==> config.mk <==
export PLATFORM = sky130hd
export DESIGN_NAME = telnet_iac_stream_filter
export DESIGN_NICKNAME = d
export VERILOG_FILES = /design/src/hw/rtl/tisf_pkg.sv /design/src/hw/rtl/telnet_iac_stream_filter.sv /design/src/hw/rtl/tisf_parse.sv
export VERILOG_INCLUDE_DIRS = /design/src /design/src/hw/rtl
export SDC_FILE = /design/constraint.sdc
export NUM_CORES = 1
export LEC_CHECK = 0
export BUFFER_PORTS_ARGS = -buffer_cell sky130_fd_sc_hd__buf_2
export CAP_MARGIN = 30
export CORE_ASPECT_RATIO = 1.75
export CORE_MARGIN = 3
export CORE_UTILIZATION = 59
export CTS_BUF_LIST = sky130_fd_sc_hd__clkbuf_4
export CTS_CLUSTER_DIAMETER = 30
export DETAILED_ROUTE_END_ITERATION = 7
export PLACE_DENSITY = 0.82
export SLEW_MARGIN = 20
export SYNTH_ARGS = -nofsm -noshare
export SYNTH_HDL_FRONTEND = slang
export SYNTH_HIERARCHICAL = 1
export SYNTH_SLANG_ARGS = --single-unit
==> constraint.sdc <==
create_clock -name clk -period 3.91 [get_ports clk]
set_clock_uncertainty 0.05 [all_clocks]
set_input_delay 0.5865 -clock clk [delete_from_list [all_inputs] [get_ports clk]]
set_output_delay 0.5865 -clock clk [all_outputs]
set_load 0.05 [all_outputs]
==> src/hw/rtl/telnet_iac_stream_filter_macros.svh <==
// Assertion macros shared by the telnet stream filter RTL.
// Depends on nothing; assertions drop out when SYNTHESIS is defined.
`ifndef TELNET_IAC_STREAM_FILTER_MACROS_SVH
`define TELNET_IAC_STREAM_FILTER_MACROS_SVH

`ifndef SYNTHESIS
// implication or plain property, checked on every rising edge out of reset
`define TISF_ASSERT(label, clk, rst_n, prop) \
	label: assert property (@(posedge clk) disable iff (!rst_n) prop) \
		else $error("%m: assertion failed");
// condition that must never hold
`define TISF_NEVER(label, clk, rst_n, cond) \
	label: assert property (@(posedge clk) disable iff (!rst_n) !(cond)) \
		else $error("%m: forbidden condition seen");
`else
`define TISF_ASSERT(label, clk, rst_n, prop)
`define TISF_NEVER(label, clk, rst_n, cond)
`endif

`endif

==> src/hw/rtl/tisf_pkg.sv <==
// Package for the telnet stream filter: byte codes, parser states, count limit
// and the result struct passed from the parser to the top level.
// Depends on nothing.
package tisf_pkg;

	localparam int unsigned MAX_BUFFER = 4096;
	localparam int unsigned COUNT_W    = 13;
	localparam int unsigned COUNT_MAX  = (1 << COUNT_W) - 1;
	localparam int unsigned LIMIT_INT  = (MAX_BUFFER > COUNT_MAX) ? COUNT_MAX : MAX_BUFFER;
	localparam logic [COUNT_W-1:0] COUNT_LIMIT = COUNT_W'(LIMIT_INT);

	localparam logic [7:0] CODE_IAC = 8'd255;
	localparam logic [7:0] CODE_SB  = 8'd250;
	localparam logic [7:0] CODE_SE  = 8'd240;
	localparam logic [7:0] CODE_CR  = 8'd13;
	localparam logic [7:0] CODE_LF  = 8'd10;
	localparam logic [7:0] CODE_NUL = 8'd0;

	localparam int unsigned STATE_W = 3;
	localparam logic [STATE_W-1:0] PS_IDLE   = 3'd0;
	localparam logic [STATE_W-1:0] PS_IAC    = 3'd1;
	localparam logic [STATE_W-1:0] PS_ARG    = 3'd2;
	localparam logic [STATE_W-1:0] PS_SB     = 3'd3;
	localparam logic [STATE_W-1:0] PS_SB_IAC = 3'd4;
	localparam logic [STATE_W-1:0] PS_CR     = 3'd5;

	typedef struct packed {
		logic               valid;      // a result beat is due for this byte
		logic [7:0]         data;
		logic               byte_valid;
		logic               last;
		logic [COUNT_W-1:0] count;
	} res_t;

endpackage

==> src/hw/rtl/telnet_iac_stream_filter.sv <==
// Telnet IAC stream filter: input register, parser, result register.
// Throughput: one byte per cycle unless out_stall holds a full result register;
// the parse state is updated as the byte leaves the input register, so consecutive bytes need no gap.
// Reset: arst_n clears both stage valids, the parse state and the byte count.
// Depends on tisf_pkg, tisf_parse and the macros header.
`include "telnet_iac_stream_filter_macros.svh"

module telnet_iac_stream_filter (
	input  logic                          clk,
	input  logic                          arst_n,
	input  logic                          in_valid,
	output logic                          in_stall,
	input  logic [7:0]                    data_in,
	input  logic                          last_in,
	output logic                          out_valid,
	input  logic                          out_stall,
	output logic [7:0]                    data_out,
	output logic                          byte_valid,
	output logic                          last_out,
	output logic [tisf_pkg::COUNT_W-1:0]  out_count
);

	logic                          vld_s1;
	logic [7:0]                    data_s1;
	logic                          last_s1;
	logic                          vld_s2;
	logic [7:0]                    data_s2;
	logic                          bvalid_s2;
	logic                          last_s2;
	logic [tisf_pkg::COUNT_W-1:0]  count_s2;

	logic           s2_free;
	logic           step;
	tisf_pkg::res_t res;

	assign s2_free  = !vld_s2 || !out_stall;
	assign step     = vld_s1 && s2_free;
	assign in_stall = vld_s1 && !s2_free;

	always_ff @(posedge clk or negedge arst_n) begin
		if (!arst_n)
			vld_s1 <= 1'b0;
		else if (!in_stall)
			vld_s1 <= in_valid;
	end

	always_ff @(posedge clk) begin
		if (in_valid && !in_stall) begin
			data_s1 <= data_in;
			last_s1 <= last_in;
		end
	end

	tisf_parse u_parse (
		.clk    (clk),
		.arst_n (arst_n),
		.step   (step),
		.data   (data_s1),
		.last   (last_s1),
		.res    (res)
	);

	// bytes that give no result leave stage 1 without filling stage 2
	always_ff @(posedge clk or negedge arst_n) begin
		if (!arst_n)
			vld_s2 <= 1'b0;
		else if (s2_free)
			vld_s2 <= step && res.valid;
	end

	always_ff @(posedge clk) begin
		if (step && res.valid && s2_free) begin
			data_s2   <= res.data;
			bvalid_s2 <= res.byte_valid;
			last_s2   <= res.last;
			count_s2  <= res.count;
		end
	end

	assign out_valid  = vld_s2;
	assign data_out   = data_s2;
	assign byte_valid = bvalid_s2;
	assign last_out   = last_s2;
	assign out_count  = count_s2;

	`TISF_ASSERT(a_stall_cause, clk, arst_n, in_stall |-> out_valid && out_stall)
	`TISF_ASSERT(a_end_only, clk, arst_n, out_valid && !byte_valid |-> last_out && data_out == tisf_pkg::CODE_NUL)
	`TISF_ASSERT(a_count_nz, clk, arst_n, out_valid && byte_valid |-> out_count != '0)

endmodule

==> src/hw/rtl/tisf_parse.sv <==
// Telnet command parser: state and emitted-byte count, next-state logic and
// result formation for one byte. Depends on tisf_pkg and the macros header.
`include "telnet_iac_stream_filter_macros.svh"

module tisf_parse (
	input  logic                   clk,
	input  logic                   arst_n,
	input  logic                   step,
	input  logic [7:0]             data,
	input  logic                   last,
	output tisf_pkg::res_t         res
);

	logic [tisf_pkg::STATE_W-1:0] state_q;
	logic [tisf_pkg::STATE_W-1:0] state_nxt;
	logic [tisf_pkg::COUNT_W-1:0] cnt_q;
	logic [tisf_pkg::COUNT_W-1:0] cnt_nxt;

	logic [tisf_pkg::STATE_W-1:0] idle_nxt;
	logic                         idle_have;
	logic [7:0]                   idle_emit;
	logic                         have;
	logic [7:0]                   emit;

	// plain data byte handling, shared by idle and the state after CR
	always_comb begin
		idle_nxt  = tisf_pkg::PS_IDLE;
		idle_have = 1'b0;
		idle_emit = tisf_pkg::CODE_NUL;
		if (data == tisf_pkg::CODE_IAC) begin
			idle_nxt = tisf_pkg::PS_IAC;
		end else if (data == tisf_pkg::CODE_CR) begin
			idle_nxt  = tisf_pkg::PS_CR;
			idle_have = 1'b1;
			idle_emit = tisf_pkg::CODE_LF;
		end else if (data != tisf_pkg::CODE_NUL) begin
			idle_have = 1'b1;
			idle_emit = data;
		end
	end

	always_comb begin
		state_nxt = state_q;
		have      = 1'b0;
		emit      = tisf_pkg::CODE_NUL;
		case (state_q)
			tisf_pkg::PS_IAC: begin
				if (data == tisf_pkg::CODE_IAC) begin
					have      = 1'b1;
					emit      = tisf_pkg::CODE_IAC;
					state_nxt = tisf_pkg::PS_IDLE;
				end else if (data == tisf_pkg::CODE_SB) begin
					state_nxt = tisf_pkg::PS_SB;
				end else begin
					state_nxt = tisf_pkg::PS_ARG;
				end
			end
			tisf_pkg::PS_ARG: begin
				state_nxt = tisf_pkg::PS_IDLE;
			end
			tisf_pkg::PS_SB: begin
				if (data == tisf_pkg::CODE_IAC)
					state_nxt = tisf_pkg::PS_SB_IAC;
			end
			tisf_pkg::PS_SB_IAC: begin
				// a repeated IAC may still open the terminator
				if (data == tisf_pkg::CODE_SE)
					state_nxt = tisf_pkg::PS_IDLE;
				else if (data != tisf_pkg::CODE_IAC)
					state_nxt = tisf_pkg::PS_SB;
			end
			tisf_pkg::PS_CR: begin
				if (data inside {tisf_pkg::CODE_LF, tisf_pkg::CODE_NUL}) begin
					state_nxt = tisf_pkg::PS_IDLE;
				end else begin
					state_nxt = idle_nxt;
					have      = idle_have;
					emit      = idle_emit;
				end
			end
			default: begin
				state_nxt = idle_nxt;
				have      = idle_have;
				emit      = idle_emit;
			end
		endcase
	end

	// count saturates at the buffer limit
	assign cnt_nxt = (have && (cnt_q < tisf_pkg::COUNT_LIMIT)) ?
		cnt_q + tisf_pkg::COUNT_W'(1) : cnt_q;

	assign res.valid      = have | last;
	assign res.data       = have ? emit : tisf_pkg::CODE_NUL;
	assign res.byte_valid = have;
	assign res.last       = last;
	assign res.count      = cnt_nxt;

	always_ff @(posedge clk or negedge arst_n) begin
		if (!arst_n) begin
			state_q <= tisf_pkg::PS_IDLE;
			cnt_q   <= '0;
		end else if (step) begin
			if (last) begin
				state_q <= tisf_pkg::PS_IDLE;
				cnt_q   <= '0;
			end else begin
				state_q <= state_nxt;
				cnt_q   <= cnt_nxt;
			end
		end
	end

	`TISF_NEVER(a_cnt_limit, clk, arst_n, cnt_q > tisf_pkg::COUNT_LIMIT)
	`TISF_ASSERT(a_last_clears, clk, arst_n, step && last |=> state_q == tisf_pkg::PS_IDLE && cnt_q == '0)
	`TISF_ASSERT(a_cnt_step, clk, arst_n, step && !last |=> cnt_q - $past(cnt_q) <= tisf_pkg::COUNT_W'(1))
	`TISF_ASSERT(a_ff_from_iac, clk, arst_n, have && emit == tisf_pkg::CODE_IAC |-> state_q == tisf_pkg::PS_IAC)

endmodule
==> qor.txt <==
Internal: 910 uW
Port Buffers: 37
# clock sinks: 50
total of warnings raised by yosys: 6
Clock Path Buffers: 2
Worst setup EP type: flip-flop
pre-CTS setup slack: 1.44 ns
Synth Cell Area: 2500 sq um
Fin. Hold Viols: 0
Initial Util: 0.629
number of CTS-inserted buffers: 5
FFs w/ async S/R, synth: 0.360
worst-margin pin slew: 0.640 ns
sw power: 478 uW
io pins: 38
cells on worst reg2reg path: 7
largest net degree at the start of global routing: 19
Setup TNS: 0 ns
Peak Freq: 0.387 GHz
top cell type's share of synthesized area: 0.384
cells after synthesis: 215
Die X: 55.2 um
post-CTS sizing: 0
Worst slew margin: 0.574
initial antenna violation count: 0
Arr. time, crit path: 2.66 ns
Max IR drop VDD: 0.374 mV
Synth area leader: edfxtp_1
Sw Ratio: 0.344
sequential fraction of the synthesis area: 0.564
layout cells sized above 1: 0.268
vias per cell: 5.95
DR iter-0 viols: 47
critical setup path kind: flip-flop to flip-flop
register share of total power: 0.540
setup bufs post-CTS: 0
CTS clk-pin slew, worst paths: 0.13 ns
final instance area: 2780 sq um
CTS tree: yes
PD cells: 499 nW/um^2
syn nets: 229
ys flop type: edfxtp_1
Leak: 1.14 nW
fin crit share: 0.661
Synth Register Bits: 50
RSZ-0062 raised after global routing: no
gr ovfl total: 0
ANT nets after route: 0
HP Class: input port to async pin
via count: 1,796
# diodes: 0
first-pass GRT wire length: 8210 um
synth-to-layout area growth: 11.2%
nets@finish: 267
DRC viols: 0
GP Congestion: 0.882
Mean Syn Cell Area: 11.6 sq um
Critical Path Start Type: flip-flop
crit path max fanout: 18
htree depth: 2
Synth area leaders: edfxtp_1 (38%), dfrtp_1 (18%), nand2_1 (5.2%)
Pwr Total: 1.39 mW
clock network power share: 0.208
TritonRoute pass-1 iters: 4
vias in the first global route: 1,785
root buf cell: clkbuf_4
status: complete, no violations
HPWL Detailed: 3720 um
Max Slew Vio Count: 0
CORE AREA: 3980 sq um
total die area: 5090 sq um
Die Height: 92.2 um
Detailed Route WL: 5020 um
Post-synth EDFFs: 32
fin worst setup slack: 1.33 ns
# rows: 30
Req. time, crit path: 3.99 ns
post-synth cell types: 60
wire length per cell: 16.6 um
Clock Latency Late Sink: 0.37 ns
Post-CTS Hold Fix Bufs: 0
combinational fraction of design power: 0.252
maxcap violations: 0
GRT Total Usage: 0.208
setup violators final: 0
placed inst area: 2710 sq um
Period minus WS final: 2.58 ns
[cell families after synthesis]
family	count (synthesis)	share of synthesized area
muxes	3	0.0125
AOI/OAI and AO/OA	38	0.133
DFF	50	0.564
and+or+nand+nor	94	0.207
buffers and inverters	17	0.0365
xor gates and xnor gates	12	0.0420
adders and majority gates	1	0.00500
[cell usage after synthesis, types with 3 or more instances]
master	count
a211o_1	3
a21oi_1	4
and2_1	4
and3_1	3
dfrtp_1	18
edfxtp_1	32
inv_1	8
nand2_1	35
nand2b_1	5
nand3_1	7
nor2_1	14
nor2b_1	5
o211ai_2	3
o21ai_0	4
o221ai_1	4
xnor2_1	10
[state kept, by name, summed over array words and instances, names as in the netlist]
name and cells:
vld_s1 1, last_s1 1, last_out 1, out_count 13, u_parse/cnt_q 13, data_s1 8, data_out 8, u_parse/state_q 3
byte_valid 1, out_valid 1
[critical path, cell delays in order, from the launching register on]
cell and delay [ns]:
edfxtp_1 0.51, nor4_1 0.56, nand2_1 0.19, o211a_4 0.24, or3_1 0.37, nand2_1 0.11, a21oi_2 0.09, buf_4 0.23
[layout make-up]
type,count,area (sq um)
Clock buffer,5,37.5
Clock inverter,3,40.0
Fill cell,325,1190
Inverter,10,37.5
Multi-Input combinational cell,148,1000
Sequential cell,50,1410
Tap cell,48,60.1
Timing Repair Buffer,38,193
[power groups by stage]
stage	clock (mW)	sequential, mW	combinational, mW
2_1_floorplan	0	0.859	0.162
3_3_place_gp	0	0.755	0.343
3_5_place_dp	0	0.759	0.353
4_1_cts	0.296	0.748	0.353
5_1_grt	0.320	0.760	0.377
6_report	0.289	0.749	0.350
[final timing paths]
check	startpoint	to	slack, ns
setup / recovery	data_s1[1]$_DFFE_PP_	data_out[3]$_DFFE_PP_	1.33
hold / removal	arst_n	u_parse/cnt_q[0]$_DFFE_PN0P_	0.08
setup reg to reg	data_s1[1]$_DFFE_PP_	data_out[3]$_DFFE_PP_	1.33
hold reg to reg	u_parse/cnt_q[7]$_DFFE_PN0P_	u_parse/cnt_q[7]$_DFFE_PN0P_	0.53
max in group asynchronous	arst_n	u_parse/state_q[0]$_DFFE_PN0P_	3.44
min in group clk	data_in[4]	data_s1[4]$_DFFE_PP_	0.34
[stage by stage]
step,hold slack (ns),cells,utilization
global route,0.0778,302,0.700
detailed placement,0.495,294,0.680
global placement,0.493,294,0.680
finish,0.0783,302,0.700
floorplan,0.241,215,-
CTS,0.0845,302,0.700
[per-layer routing]
metal / up-vias / track usage / part of all wire
met5: - / 0 / 0
met4: 0 / 0.114 / 0.023
met3: 9 / 0.0352 / 0.034
met2: 34 / 0.379 / 0.55
met1: 884 / 0.223 / 0.40
li1: 869 / - / -
[layout by cell type (no fill, tap or decap), drive strengths merged, types with 2 or more instances in the layout]
master / count
nand2: 35
o221ai: 4
clkinv: 3
nor4: 2
dfrtp: 18
nor2b: 5
nand2b: 5
mux2i: 2
a221o: 2
or4: 2
o21ai: 5
buf: 38
clkbuf: 5
inv: 9
a22o: 2
xnor2: 10
nand3: 9
and2: 5
xor2: 2
a31oi: 2
edfxtp: 32
and3: 6
o311ai: 2
o2bb2ai: 2
a21oi: 6
nor2: 15
a211o: 3
o211ai: 4
nand4b: 2
No activity file was read; power rests on OpenSTA's default activity.
